**src/design/fixed_partition_fit_allocator_top_macros.svh**
```systemverilog
// Assertion macros used by the allocator datapath.
`ifndef FIXED_PARTITION_FIT_ALLOCATOR_TOP_MACROS_SVH
`define FIXED_PARTITION_FIT_ALLOCATOR_TOP_MACROS_SVH

// Same-cycle implication, checked on clk outside of reset.
`define FPFA_ASSERT_IMPL(label, ante, cons) \
    label: assert property (@(posedge clk) disable iff (!rst_n) (ante) |-> (cons)) \
        else $error("fpfa check failed");

// Next-cycle implication, checked on clk outside of reset.
`define FPFA_ASSERT_NEXT(label, ante, cons) \
    label: assert property (@(posedge clk) disable iff (!rst_n) (ante) |=> (cons)) \
        else $error("fpfa check failed");

`endif

```
**src/design/fpfa_pkg.sv**
```systemverilog
// Package with types, constants and register codes of the partition allocator.
package fpfa_pkg;

    // Partition count and derived widths.
    localparam int NUM_PARTS     = 4;
    localparam int IDX_W         = (NUM_PARTS > 1) ? $clog2(NUM_PARTS) : 1;
    localparam int SIZE_REGS     = 4;
    localparam int SIZE_W        = 16;
    localparam int OWNER_W       = 8;
    localparam int PART_INDEX_W  = 2;
    localparam int CFG_IDX_W     = 3;
    localparam int CFG_DATA_W    = 16;

    // Register indexes on the configuration port.
    localparam logic [CFG_IDX_W-1:0] REG_FIT_POLICY = 3'd0;
    localparam int                   REG_SIZE_BASE  = 1;

    // Request kinds.
    localparam logic REQ_ALLOC = 1'b0;
    localparam logic REQ_CLEAR = 1'b1;

    // Capacities after reset.
    localparam logic [SIZE_W-1:0] SIZE_RESET [SIZE_REGS] = '{
        16'd20, 16'd10, 16'd30, 16'd40
    };

    // Placement policy; the unused code behaves as first fit.
    typedef enum logic [1:0] {
        POL_FIRST = 2'd0,
        POL_BEST  = 2'd1,
        POL_WORST = 2'd2
    } policy_t;

    // Controller states.
    typedef enum logic {
        ST_IDLE = 1'b0,
        ST_PICK = 1'b1
    } state_t;

    // Input beat.
    typedef struct packed {
        logic               req_type;
        logic [SIZE_W-1:0]  req_size;
        logic [OWNER_W-1:0] owner_id;
    } req_t;

    // Output beat.
    typedef struct packed {
        logic                    granted;
        logic [PART_INDEX_W-1:0] part_index;
        logic [SIZE_W-1:0]       part_capacity;
    } rsp_t;

    // Commands from the controller to the datapath.
    typedef struct packed {
        logic capture;
        logic commit;
    } cmd_t;

    // Status from the datapath to the controller.
    typedef struct packed {
        logic out_full;
    } status_t;

endpackage

```
**src/design/fpfa_ctrl.sv**
```systemverilog
// Controller state machine of the partition allocator.
module fpfa_ctrl
    import fpfa_pkg::*;
(
    input  logic    clk,
    input  logic    rst_n,
    input  logic    in_valid,
    output logic    in_stall,
    input  logic    out_stall,
    input  status_t status,
    output cmd_t    cmd
);

    state_t state_reg;
    state_t state_next;
    logic   out_free;

    // The output register can take a result when empty or when its beat leaves now.
    assign out_free = !status.out_full || !out_stall;

    // State register.
    always_ff @(posedge clk or negedge rst_n)
    begin
        if (!rst_n)
        begin
            state_reg <= ST_IDLE;
        end
        else
        begin
            state_reg <= state_next;
        end
    end

    // Next state.
    always_comb
    begin
        state_next = state_reg;
        case (state_reg)
            ST_IDLE:
            begin
                if (in_valid)
                begin
                    state_next = ST_PICK;
                end
            end
            ST_PICK:
            begin
                if (out_free)
                begin
                    state_next = ST_IDLE;
                end
            end
            default:
            begin
                state_next = ST_IDLE;
            end
        endcase
    end

    // Outputs.
    always_comb
    begin
        in_stall    = 1'b1;
        cmd.capture = 1'b0;
        cmd.commit  = 1'b0;
        case (state_reg)
            ST_IDLE:
            begin
                in_stall    = 1'b0;
                cmd.capture = in_valid;
            end
            ST_PICK:
            begin
                cmd.commit = out_free;
            end
            default:
            begin
                in_stall = 1'b1;
            end
        endcase
    end

endmodule

```
**src/design/fpfa_dp.sv**
```systemverilog
// Datapath of the partition allocator: configuration, partition state, selection, output.
`include "fixed_partition_fit_allocator_top_macros.svh"

module fpfa_dp
    import fpfa_pkg::*;
(
    input  logic                 clk,
    input  logic                 rst_n,
    input  req_t                 in_data,
    output rsp_t                 out_data,
    output logic                 out_valid,
    input  logic                 out_stall,
    input  logic                 cfg_we,
    input  logic [CFG_IDX_W-1:0] cfg_index,
    input  logic [CFG_DATA_W-1:0] cfg_data,
    input  cmd_t                 cmd,
    output status_t              status
);

    policy_t            policy_reg;
    logic [SIZE_W-1:0]  part_cap [NUM_PARTS];
    logic [NUM_PARTS-1:0] busy_reg;
    logic [OWNER_W-1:0] owner_reg [NUM_PARTS];
    req_t               req_reg;
    rsp_t               rsp_reg;
    logic               out_valid_reg;

    logic [NUM_PARTS-1:0] fits;
    logic               found;
    logic [IDX_W-1:0]   pick_idx;
    logic [SIZE_W-1:0]  pick_cap;
    logic               is_clear;

    // Fit policy register.
    always_ff @(posedge clk or negedge rst_n)
    begin
        if (!rst_n)
        begin
            policy_reg <= POL_FIRST;
        end
        else if (cfg_we && (cfg_index == REG_FIT_POLICY))
        begin
            policy_reg <= policy_t'(cfg_data[1:0]);
        end
    end

    // Capacity registers; partitions past the size registers have capacity zero.
    for (genvar p = 0; p < NUM_PARTS; p++)
    begin : g_cap
        if (p < SIZE_REGS)
        begin : g_reg
            logic [SIZE_W-1:0] size_reg;
            always_ff @(posedge clk or negedge rst_n)
            begin
                if (!rst_n)
                begin
                    size_reg <= SIZE_RESET[p];
                end
                else if (cfg_we && (cfg_index == CFG_IDX_W'(REG_SIZE_BASE + p)))
                begin
                    size_reg <= cfg_data[SIZE_W-1:0];
                end
            end
            assign part_cap[p] = size_reg;
        end
        else
        begin : g_zero
            assign part_cap[p] = '0;
        end
    end

    // Request register, loaded when a beat is accepted.
    always_ff @(posedge clk)
    begin
        if (cmd.capture)
        begin
            req_reg <= in_data;
        end
    end

    assign is_clear = (req_reg.req_type == REQ_CLEAR);

    // Fit test on every partition in parallel.
    always_comb
    begin
        for (int i = 0; i < NUM_PARTS; i++)
        begin
            fits[i] = !busy_reg[i] && (part_cap[i] >= req_reg.req_size);
        end
    end

    // Selection by policy; a later partition wins only on a strict improvement.
    always_comb
    begin
        found    = 1'b0;
        pick_idx = '0;
        pick_cap = '0;
        for (int i = 0; i < NUM_PARTS; i++)
        begin
            if (fits[i])
            begin
                if (!found)
                begin
                    found    = 1'b1;
                    pick_idx = IDX_W'(i);
                    pick_cap = part_cap[i];
                end
                else
                begin
                    case (policy_reg)
                        POL_BEST:
                        begin
                            if (part_cap[i] < pick_cap)
                            begin
                                pick_idx = IDX_W'(i);
                                pick_cap = part_cap[i];
                            end
                        end
                        POL_WORST:
                        begin
                            if (part_cap[i] > pick_cap)
                            begin
                                pick_idx = IDX_W'(i);
                                pick_cap = part_cap[i];
                            end
                        end
                        default:
                        begin
                            pick_idx = pick_idx;
                        end
                    endcase
                end
            end
        end
    end

    // Busy bits: cleared by a clear request, set on a grant.
    always_ff @(posedge clk or negedge rst_n)
    begin
        if (!rst_n)
        begin
            busy_reg <= '0;
        end
        else if (cmd.commit)
        begin
            if (is_clear)
            begin
                busy_reg <= '0;
            end
            else if (found)
            begin
                busy_reg[pick_idx] <= 1'b1;
            end
        end
    end

    // Owner store, written on a grant.
    always_ff @(posedge clk)
    begin
        if (cmd.commit && !is_clear && found)
        begin
            owner_reg[pick_idx] <= req_reg.owner_id;
        end
    end

    // Output register and its valid flag.
    always_ff @(posedge clk)
    begin
        if (cmd.commit)
        begin
            if (!is_clear && found)
            begin
                rsp_reg.granted       <= 1'b1;
                rsp_reg.part_index    <= PART_INDEX_W'(pick_idx);
                rsp_reg.part_capacity <= pick_cap;
            end
            else
            begin
                rsp_reg <= '0;
            end
        end
    end

    always_ff @(posedge clk or negedge rst_n)
    begin
        if (!rst_n)
        begin
            out_valid_reg <= 1'b0;
        end
        else if (cmd.commit)
        begin
            out_valid_reg <= 1'b1;
        end
        else if (!out_stall)
        begin
            out_valid_reg <= 1'b0;
        end
    end

    assign out_data        = rsp_reg;
    assign out_valid       = out_valid_reg;
    assign status.out_full = out_valid_reg;

    // A grant marks the chosen partition busy and records its owner.
    `FPFA_ASSERT_NEXT(a_grant_busy, cmd.commit && !is_clear && found,
        busy_reg[$past(pick_idx)])
    `FPFA_ASSERT_NEXT(a_grant_owner, cmd.commit && !is_clear && found,
        owner_reg[$past(pick_idx)] == $past(req_reg.owner_id))
    // A clear request frees every partition.
    `FPFA_ASSERT_NEXT(a_clear_all, cmd.commit && is_clear, busy_reg == '0)
    // A committed result is always presented in the next cycle.
    `FPFA_ASSERT_NEXT(a_commit_shows, cmd.commit, out_valid)

endmodule

```
**src/design/fixed_partition_fit_allocator_top.sv**
```systemverilog
// Top level of the fixed-partition allocator: controller and datapath.
//
//   Channel  Direction  Handshake            Payload
//   in       input      in_valid / in_stall   req_t   (req_type, req_size, owner_id)
//   out      output     out_valid / out_stall rsp_t  (granted, part_index, part_capacity)
//   cfg      input      cfg_we               cfg_index, cfg_data
//
// Each request passes two steps: the idle state captures the beat, then the pick state
// compares all partitions, commits the result and busy bits and then returns to idle.
// The commit cycle waits while the output register holds a beat that is stalled.
// The output register lets a new request be captured while a result still waits.
// Reset frees every partition and restores the policy and capacity registers.
module fixed_partition_fit_allocator_top
    import fpfa_pkg::*;
(
    input  logic                  clk,
    input  logic                  rst_n,
    input  logic                  in_valid,
    output logic                  in_stall,
    input  req_t                  in_data,
    output logic                  out_valid,
    input  logic                  out_stall,
    output rsp_t                  out_data,
    input  logic                  cfg_we,
    input  logic [CFG_IDX_W-1:0]  cfg_index,
    input  logic [CFG_DATA_W-1:0] cfg_data
);

    cmd_t    cmd;
    status_t status;

    // Sequencing.
    fpfa_ctrl u_ctrl (
        .clk       (clk),
        .rst_n     (rst_n),
        .in_valid  (in_valid),
        .in_stall  (in_stall),
        .out_stall (out_stall),
        .status    (status),
        .cmd       (cmd)
    );

    // Partition state and selection.
    fpfa_dp u_dp (
        .clk       (clk),
        .rst_n     (rst_n),
        .in_data   (in_data),
        .out_data  (out_data),
        .out_valid (out_valid),
        .out_stall (out_stall),
        .cfg_we    (cfg_we),
        .cfg_index (cfg_index),
        .cfg_data  (cfg_data),
        .cmd       (cmd),
        .status    (status)
    );

endmodule
```
**config.mk**
```make
export PLATFORM = sky130hd
export DESIGN_NAME = fixed_partition_fit_allocator_top
export DESIGN_NICKNAME = d
export VERILOG_FILES = /design/src/design/fpfa_pkg.sv /design/src/design/fpfa_ctrl.sv /design/src/design/fpfa_dp.sv /design/src/design/fixed_partition_fit_allocator_top.sv
export VERILOG_INCLUDE_DIRS = /design/src /design/src/design
export SDC_FILE = /design/constraint.sdc
export NUM_CORES = 1
export LEC_CHECK = 0
export ABC_AREA = 1
export BUFFER_PORTS_ARGS = -buffer_cell sky130_fd_sc_hd__clkbuf_2
export CORE_MARGIN = 1
export CORE_UTILIZATION = 53
export CTS_CLUSTER_DIAMETER = 120
export DETAILED_ROUTE_END_ITERATION = 8
export PLACE_DENSITY = 0.82
export SYNTH_ARGS = -nofsm -noshare
export SYNTH_HDL_FRONTEND = slang
export SYNTH_SLANG_ARGS = --single-unit
```
**constraint.sdc**
```tcl
create_clock -name clk -period 9 [get_ports clk]
set_clock_uncertainty 0.05 [all_clocks]
set_input_delay 0.9 -clock clk [delete_from_list [all_inputs] [get_ports clk]]
set_output_delay 0.9 -clock clk [all_outputs]
set_load 0.02 [all_outputs]
```
Yosys cells after proc, flatten, opt, wreduce, memory -nomap -nowiden
Index checks and enable logic that the tools add are counted.

word-level totals
  register bits after elaboration = 108
  bits in latches = 0
  RAM bits = 0
  bits in read-only memories = 0
  logic and storage cells = 104
  memories = 0

operators by class
  $add $sub $neg = 0
  multiply operators = 0
  divide/modulo/power cells = 0
  $lt $le $gt $ge = 12
  eq/ne operators = 7
  shift operators = 0
  multiplexer cells = 48
  bitwise gates (word level) = 2
  reductions and logical operators = 22

operators by type and width
  kind                count
  $mux 16             13
  $pmux 16 s2         3
  $ge 16x16->1        4
  $gt 16x16->1        3
  $lt 16x16->1        3
  $mux 2              10
  $mux 19             1
  $mux 1              14
  $pmux 2 s2          3
  $logic_and 1x1->1   11
  $mux 4              2
  $logic_not 1->1     7
  $eq 3x2->1 const B  2
  $or 4x4->4          1
  $eq 3x1->1 const B  1
  $eq 3x3->1 const B  1
  $logic_not 3->1     1
  $lt 2x3->1 const B  1
  $demux 1 s2         1
  $eq 2x1->1 const B  1
  $eq 2x2->1 const B  1
  $ge 2x1->1 const B  1
  $ne 2x1->1 const B  1
  $pmux 1 s2          1
  other kinds (4)     4

Longest topological paths before layout
Gate-level depths: netlist of the first run.

  depth after elaboration = 25
  mapped depth = 68

Modules after synthesis
A second synthesis of the first run with hierarchy kept.

second synthesis, totals
  cells, all modules = 934
  area total of the unflattened synthesis = 7643.6 µm²

modules (own cells, without submodules)
  module     times used  cells an instance  area each (µm²)  seq. area each (µm²)
  fpfa_dp    1           927                7587.3           2870.3
  fpfa_ctrl  1           7                  56.3             25.0

Worst setup path after synthesis of the first run
Ideal clock, no wire load.

  path type = reg-to-reg
  from = reg u_dp.g_cap[0].g_reg.size_reg[15]
  to = reg u_dp.rsp_reg, in the netlist u_dp.out_data[10], data pin
  arrival time = 6.010 ns
  required time = 8.691 ns
  setup slack = 2.682 ns
  cell stages (with the launch flop) = 58
  path buffers = 4
  clock period less this slack = 6.318 ns
  cells stage by stage = dfrtp_1 ha_1 nand2_2 nor4_4 nand2_2 a21oi_4 buf_4 nand2_1 ha_1 a21oi_1 nand3_1 a21oi_1 nand2_1 nand2_1 nand2_1 nand2_1 nand2_2 nand2_4 [... 22 more ...] inv_1 ha_1 inv_1 nor2_1 nor2_1 o21a_1 nor2_1 o21ai_0 nand2_1 nand3_1 nand2_1 nand2_1 nand2_1 nand2_2 inv_2 buf_2 nand2_1 a21oi_1

on the way
  word-level cells in the longest chain between the ends = 18
  elaborated cells between the ends (all ways) = 29

ends and longest elaborated chain
  item                                                 RTL line                        RTL
  from (decl)                                          fpfa_dp.sv:52                   logic [SIZE_W-1:0] size_reg;
  from (signal assigned)                               fpfa_dp.sv:57                   size_reg <= SIZE_RESET[p];
  from (signal assigned)                               fpfa_dp.sv:61                   size_reg <= cfg_data[SIZE_W-1:0];
  $ge 16x16->1                                         fpfa_dp.sv:88                   fits[i] = !busy_reg[i] && (part_cap[i] >= req_reg.req_size);
  $logic_and 1x1->1                                    fpfa_dp.sv:88
  $mux 16                                              fpfa_dp.sv:100                  if (fits[i])
  $gt 16x16->1 / $lt 16x16->1 (equally long branches)  fpfa_dp.sv:121, fpfa_dp.sv:113
  $mux 16 (on tied branches)                           fpfa_dp.sv:121, fpfa_dp.sv:113
  $pmux 16 s2                                          fpfa_dp.sv:110                  case (policy_reg)
  $mux 16                                              fpfa_dp.sv:102                  if (!found)
  $mux 16                                              fpfa_dp.sv:100
  [... 2 more ...]                                     --
  $pmux 16 s2                                          fpfa_dp.sv:110
  $mux 16                                              fpfa_dp.sv:102
  $mux 16                                              fpfa_dp.sv:100
  $gt 16x16->1 / $lt 16x16->1 (equally long branches)  fpfa_dp.sv:121, fpfa_dp.sv:113
  $mux 16 (on tied branches)                           fpfa_dp.sv:121, fpfa_dp.sv:113
  $pmux 16 s2                                          fpfa_dp.sv:110
  $mux 16                                              fpfa_dp.sv:102
  $mux 16                                              fpfa_dp.sv:100
  to (decl)                                            fpfa_dp.sv:25                   rsp_t rsp_reg;

Parallel ways exist; a longest one is shown, timed or not.
A chain may end at the register's enable or synchronous reset.

Worst setup path in the final report of the first run
  from = reg u_dp.req_reg[8] (netlist bit)
  to = reg u_dp.rsp_reg, in the netlist u_dp.out_data[3], data pin

on the way
  word-level cells in the longest chain between the ends = 18
  elaborated cells between the ends (all ways) = 35

ends and longest elaborated chain
  item                                                 RTL line                        RTL
  from (decl)                                          fpfa_dp.sv:24                   req_t req_reg;
  from (signal assigned)                               fpfa_dp.sv:77                   req_reg <= in_data;
  $ge 16x16->1                                         fpfa_dp.sv:88
  $logic_and 1x1->1                                    fpfa_dp.sv:88
  $mux 16                                              fpfa_dp.sv:100
  $gt 16x16->1 / $lt 16x16->1 (equally long branches)  fpfa_dp.sv:121, fpfa_dp.sv:113
  $mux 16 (on tied branches)                           fpfa_dp.sv:121, fpfa_dp.sv:113
  $pmux 16 s2                                          fpfa_dp.sv:110
  $mux 16                                              fpfa_dp.sv:102
  $mux 16                                              fpfa_dp.sv:100
  [... 2 more ...]                                     --
  $pmux 16 s2                                          fpfa_dp.sv:110
  $mux 16                                              fpfa_dp.sv:102
  $mux 16                                              fpfa_dp.sv:100
  $gt 16x16->1 / $lt 16x16->1 (equally long branches)  fpfa_dp.sv:121, fpfa_dp.sv:113
  $mux 16 (on tied branches)                           fpfa_dp.sv:121, fpfa_dp.sv:113
  $pmux 16 s2                                          fpfa_dp.sv:110
  $mux 16                                              fpfa_dp.sv:102
  $mux 16                                              fpfa_dp.sv:100

Parallel ways exist; a longest one is shown, timed or not.

==> reports/metrics.csv, run 1 <==
stage;metric;value;unit
outcome;run_status;completed;
yosys;synth_mux_area_share;0;%
clock_network;postCtsSetupBuffers;0;
die;die_w;122;um
clock_network;clk_transition_reported_paths;70;ps
layout;syn_to_final_growth;9.83;%
sta;hold_viol;0;
worst_setup_path;path_max_fanout;16;
sta;fin_crit_sh;87.2;%
worst_setup_path;crit_top_cell;nand2_1;
yosys;synth_simple_gate_area_share;21.2;%
layout;fill_cells;1274;
die;num_io_pins;70;
clock_network;h-tree-depth;3;
worst_setup_path;startpoint_type;flip-flop;
yosys;synth_nets;1104;
routing;ant_nets;0;
sta;drv_slew;0;
power;power.density;255;nW/um2
clock_network;clockRootBuffer;clkbuf_16;
routing;drc;0;
global_route;gr-total-overflow;0;
clock_network;clock_sinks;108;
clock_network;clk_latency;370;ps
die;die_y;122;um
run;cap_violations;0;
worst_setup_path;crit_arrival;7900;ps
yosys;synth_xor_area_share;0;%
global_route;grt_first_pass_wirelength;29300;um
yosys;synth_top_family_by_area;simple AND/OR/NAND/NOR gates;
yosys;synth-compound-area-share;13.5;%
power;clkPwrFrac;18.7;%
worst_setup_path;critical_path_class;flip-flop to flip-flop;
sta;rsz0062_at_grt;no;
clock_network;tritoncts;built;
min_path;min_path_type;flip-flop to flip-flop;
clock_network;ctsHoldBuffers;0;
die;core;13900;um2
clock_network;numCtsBuffers;9;
worst_setup_path;crit_required;9050;ps
yosys;synth.yosys.warnings;0;
sta;setup_viol;0;
power;p_switching;0.000920;W
yosys;synth_area_leaders;dfrtp_1 (20%), ha_1 (19%), edfxtp_1 (14%), nand2_1 (14%), inv_1 (6.3%);
yosys;avgSynthCellArea;8.05;um2
layout;fin_nets;1160;
routing;wl_per_cell;14.9;um
sta;timing.fmax;127;MHz
routing;wl;17600;um
worst_setup_path;critPathCaptureType;flip-flop;
yosys;synth_fa_ha_area_share;18.8;%
power;switching_share;43.3;%
yosys;ys_types;36;
power;p_seq_share;35.3;%
clock_network;cts.repair.resized;0;
yosys;postSynthCellCount;941;
power;combPwrFrac;46.0;%
layout;drive_above_1_share;12.7;%
place;port_buffers;61;
worst_setup_path;critPathBufInv;7;
worst_setup_path;crit_family;simple AND/OR/NAND/NOR gates;
clock_network;clock_path_buffers;2;
layout;largest_reg_flops;64;
yosys;ys_ff_latch;108;
routing;vias_per_cell;5.41;
layout;antennaDiodeCount;0;
die;start_util;54.4;%
power;power_leakage;4.17;nW
routing;drt-initial-drc-count;492;
place;gp_congestion;0.906;
global_route;grt_pass1_vias;6055;
worst_setup_path;critPathSlowestCell;edfxtp_1;
global_route;antenna_found_initial;0;
sta;worst_slew_pin_slew;1180;ps
sta;setup_tns;0;ps
yosys;synth_area_leader_cell;dfrtp_1;
yosys;ys_seq_area_share;38.2;%
sta;max_slew_margin;21.1;%
die;die_area;14800;um2
global_route;grt_usage;26.1;%
layout;instances_no_fill;1182;
routing;vias;6394;
sta;layout_min_cycle_time;7840;ps
power;ir_drop;0.127;mV
global_route;grt_max_degree;73;
routing;dr.pass1.iters;6;
yosys;netlist_area;7580;um2
place;dp.cells;1166;
worst_setup_path;crit_path_max_incr_delay;490;ps
yosys;yosysTopAreaCellShare;20.5;%
layout;utilization;59.7;%
die;rows;43;
place;dp_hpwl;13800;um
power;p_int;0.00121;W
-- cells by family (layout without fill, tap and decap cells) --
logic type / count (synthesis) / count (layout)
flops: 108 / 108
fa+ha+maj: 114 / 114
compound gates: 183 / 183
buf+inv: 154 / 215
simple gates: 382 / 382
-- Yosys cell counts, drive strengths merged --
cell type / number
nand3: 29
dfrtp: 62
nand4: 8
ha: 114
nor3b: 1
dfstp: 10
nand2: 291
a21o: 1
o22ai: 11
o21a: 3
a21oi: 81
o211ai: 3
nor2b: 1
nor4: 1
nand3b: 3
o21ai: 84
nor3: 8
edfxtp: 36
nor2: 40
clkbuf: 12
inv: 134
buf: 8
-- final cells by class --
class | count | area [um2] | share of cell area [%]
repair buffers | 65 | 335 | 4.03
inverters | 134 | 505 | 6.08
clock buffers | 14 | 285 | 3.43
multi-input cells | 679 | 4060 | 48.8
clock inverters | 2 | 13.8 | 0.165
well taps | 180 | 225 | 2.71
flip-flops and latches | 108 | 2900 | 34.8
-- cell usage in the layout (no fill, tap or decap), types with 4 or more instances in the layout --
master / instances
nor3_1: 6
dfrtp_1: 62
nand4_1: 8
clkbuf_2: 60
clkbuf_16: 10
nand2_2: 9
nand2_1: 280
o21ai_0: 82
nand3_1: 27
dfstp_2: 10
ha_1: 114
inv_2: 5
a21oi_1: 80
inv_1: 128
nor2_1: 37
o22ai_2: 10
buf_4: 4
edfxtp_1: 36
-- metal layers --
layer  wire [um]  vias up  GRT usage [%]  part of all wire, %
met5           0        -              0                    0
met4         498        0           12.8                  2.8
met3        1320       34           4.07                  7.5
met2        7520      229           39.1                   43
met1        8250     2918           36.9                   47
li1            -     3213              -                    -
-- power by group through the flow --
stage	sequential, W	combinational [W]	clock (W)
finish	0.000751	0.000977	0.000397
global placement	0.000752	0.000929	0
global route	0.000762	0.00112	0.000427
floorplan	0.000765	0.000709	0
CTS	0.000747	0.000974	0.000406
detailed placement	0.000756	0.000965	0
-- through the flow --
stage / hold WS [ps] / cell area (um2) / setup WS [ps] / total power [W]
detailed placement: 425 / 8020 / 1300 / 0.00172
global route: 472 / 8320 / 429 / 0.00231
floorplan: 403 / 7580 / 2680 / 0.00147
global placement: 419 / 8020 / 1440 / 0.00168
finish: 444 / 8320 / 1160 / 0.00212
CTS: 443 / 8320 / 1230 / 0.00213
-- worst register-to-register path, delay by kind of cell (launching register included) --
family | cells | cell delay, ps
and+or+nand+nor | 36 | 3980
adders and majority gates | 4 | 1170
DFF | 1 | 490
buffers and inverters | 7 | 540
AOI/OAI and AO/OA | 7 | 1330
-- final timing paths --
check / slack, ps / depth (start not counted) / end / startpoint
worst max-delay path: 1160 / 54 / u_dp.out_data[3] / u_dp.req_reg[8]
worst min-delay path: 440 / 2 / u_dp.g_cap[1].g_reg.size_reg[0] / u_dp.g_cap[1].g_reg.size_reg[0]
worst max register to register: 1160 / 54 / u_dp.out_data[3] / u_dp.req_reg[8]
worst min register to register: 440 / 2 / u_dp.g_cap[1].g_reg.size_reg[0] / u_dp.g_cap[1].g_reg.size_reg[0]
max in group asynchronous: 7610 / 2 / u_dp.g_cap[1].g_reg.size_reg[12] / rst_n
min in group asynchronous: 700 / 2 / u_dp.g_cap[0].g_reg.size_reg[3] / rst_n
(Power assumes the default switching activity.)
==> inputs of run 2 (changes only) <==
Settings changed: BUFFER_PORTS_ARGS -buffer_cell sky130_fd_sc_hd__clkbuf_2 to not set, DONT_BUFFER_PORTS set to 1, PLACE_DENSITY 0.82 to 0.78.
==> run 2 against run 1 <==
Hold slack lost 260 ps; global-route usage decreased by 0.42 points; cell area is 4.2% lower; sequential power is 6.1% higher; wire length decreased by 0.85%; register-to-register slack hardly changed; largest power group unchanged.
==> reports/metrics.csv, run 2 (synthesis results as in run 1) <==
stage;metric;value;unit
run;cap_violations;0;
layout;largest_reg_flops;64;
layout;mostFrequentLayoutCells;nand2_1 (280), inv_1 (128), ha_1 (114);
place;port_buffers;0;
power;switching_share;44.1;%
worst_setup_path;critPathBufInv;6;
worst_setup_path;path_max_fanout;16;
worst_setup_path;critPathCaptureType;flip-flop;
routing;vias;6195;
clock_network;tritoncts;built;
layout;syn_to_final_growth;5.22;%
sta;fin_crit_sh;87.1;%
clock_network;clockRootBuffer;clkbuf_16;
die;die_area;14800;um2
clock_network;cts.repair.resized;0;
outcome;run_status;completed;
power;p_switching;0.000909;W
power;combPwrFrac;42.9;%
global_route;antenna_found_initial;0;
power;power.density;258;nW/um2
worst_setup_path;crit_family;simple AND/OR/NAND/NOR gates;
clock_network;clk_transition_reported_paths;80;ps
die;die_w;122;um
place;dp_hpwl;13700;um
global_route;grt_max_degree;73;
sta;hold_viol;0;
worst_setup_path;critical_path_class;flip-flop to flip-flop;
global_route;grt_first_pass_wirelength;28600;um
clock_network;clock_sinks;108;
power;power_leakage;3.88;nW
worst_setup_path;startpoint_type;flip-flop;
die;rows;43;
worst_setup_path;crit_required;9070;ps
sta;layout_min_cycle_time;7840;ps
routing;drt-initial-drc-count;448;
layout;drive_above_1_share;6.93;%
sta;setup_tns;0;ps
global_route;grt_usage;25.7;%
power;ir_drop;0.138;mV
clock_network;clock_path_buffers;2;
die;start_util;54.4;%
die;die_y;122;um
power;p_seq_share;38.7;%
sta;setup_viol;0;
sta;timing.fmax;128;MHz
clock_network;postCtsSetupBuffers;0;
routing;drc;0;
die;core;13900;um2
clock_network;ctsHoldBuffers;0;
clock_network;numCtsBuffers;9;
sta;whs;179;ps
layout;antennaDiodeCount;0;
power;p_int;0.00115;W
worst_setup_path;crit_top_cell;nand2_1;
routing;vias_per_cell;5.54;
worst_setup_path;crit_path_max_incr_delay;500;ps
clock_network;h-tree-depth;3;
layout;layout_commonest_cell;nand2_1;
global_route;gr-total-overflow;0;
routing;ant_nets;0;
clock_network;clk_latency;370;ps
die;num_io_pins;70;
power;clkPwrFrac;18.4;%
sta;rsz0062_at_grt;no;
worst_setup_path;crit_arrival;7900;ps
sta;worst_slew_pin_slew;1200;ps
routing;wl_per_cell;15.6;um
sta;drv_slew;0;
place;gp_congestion;0.876;
routing;dr.pass1.iters;5;
min_path;min_path_type;primary input to asynchronous set/reset pin;
routing;wl;17400;um
layout;fin_nets;1096;
worst_setup_path;critPathSlowestCell;edfxtp_1;
global_route;grt_pass1_vias;5717;
sta;max_slew_margin;19.9;%
## run 2: changes by cell type in the layout (fill, tap and decap cells not counted), moves of 2 or more
| cell | previous run | this run |
|---|---|---|
| buf_4 | 4 | 1 |
| clkbuf_1 | 2 | 0 |
| clkbuf_2 | 60 | 0 |
| clkinvlp_4 | 0 | 3 |
## run 2: final cells by class
type,instances,area [um2]
multi-input cells,679,4060
well taps,180,225
flip-flops and latches,108,2900
inverters,134,505
fillers,1264,5960
repair buffers,1,7.51
clock buffers,10,239
clock inverters,6,38.8
## run 2: worst register-to-register path: cells and delay by family, from the launching register on
family | cells | cell delay, ps
flip-flops | 1 | 500
AO/OA/AOI/OAI | 7 | 1260
buffers and inverters | 6 | 460
AND/OR/NAND/NOR | 37 | 4130
adder cells (fa/ha/maj) | 4 | 1200
## run 2: final timing paths
check	from	to	slack [ps]	cells after the start
max in group asynchronous	rst_n	u_dp.g_cap[2].g_reg.size_reg[4]	8520	0
min	rst_n	u_dp.g_cap[2].g_reg.size_reg[9]	180	0
min in group clk	u_dp.g_cap[1].g_reg.size_reg[0]	u_dp.g_cap[1].g_reg.size_reg[0]	450	2
min reg2reg	u_dp.g_cap[1].g_reg.size_reg[0]	u_dp.g_cap[1].g_reg.size_reg[0]	450	2
max reg2reg	u_dp.req_reg[8]	u_dp.out_data[8]	1160	54
max	u_dp.req_reg[8]	u_dp.out_data[8]	1160	54
## run 2: power by group through the flow
stage | combinational [W] | clock (W) | sequential (W)
floorplan | 0.000709 | 0 | 0.000765
global placement | 0.000839 | 0 | 0.000802
detailed placement | 0.000874 | 0 | 0.000805
CTS | 0.000880 | 0.000387 | 0.000796
global route | 0.00102 | 0.000411 | 0.000812
finish | 0.000885 | 0.000379 | 0.000797
## run 2: metal layers
layer  vias up  share of wire, %  GRT usage, %
met1      2889                49          37.0
met4         0               1.5          8.26
met2       199                44          39.2
met3        21               5.7          4.63
li1       3086                 -             -
met5         -                 0             0
## run 2: metrics by stage
step           total power [W]  setup WS [ps]  util (%)  instance area [um2]  instances
2_1_floorplan          0.00147           2680         -                 7580        941
3_3_place_gp           0.00164           1350      55.2                 7690       1102
3_5_place_dp           0.00168           1210      55.2                 7690       1102
4_1_cts                0.00206           1180      57.2                 7970       1118
5_1_grt                0.00224            336      57.2                 7970       1118
6_report               0.00206           1160      57.2                 7970       1118
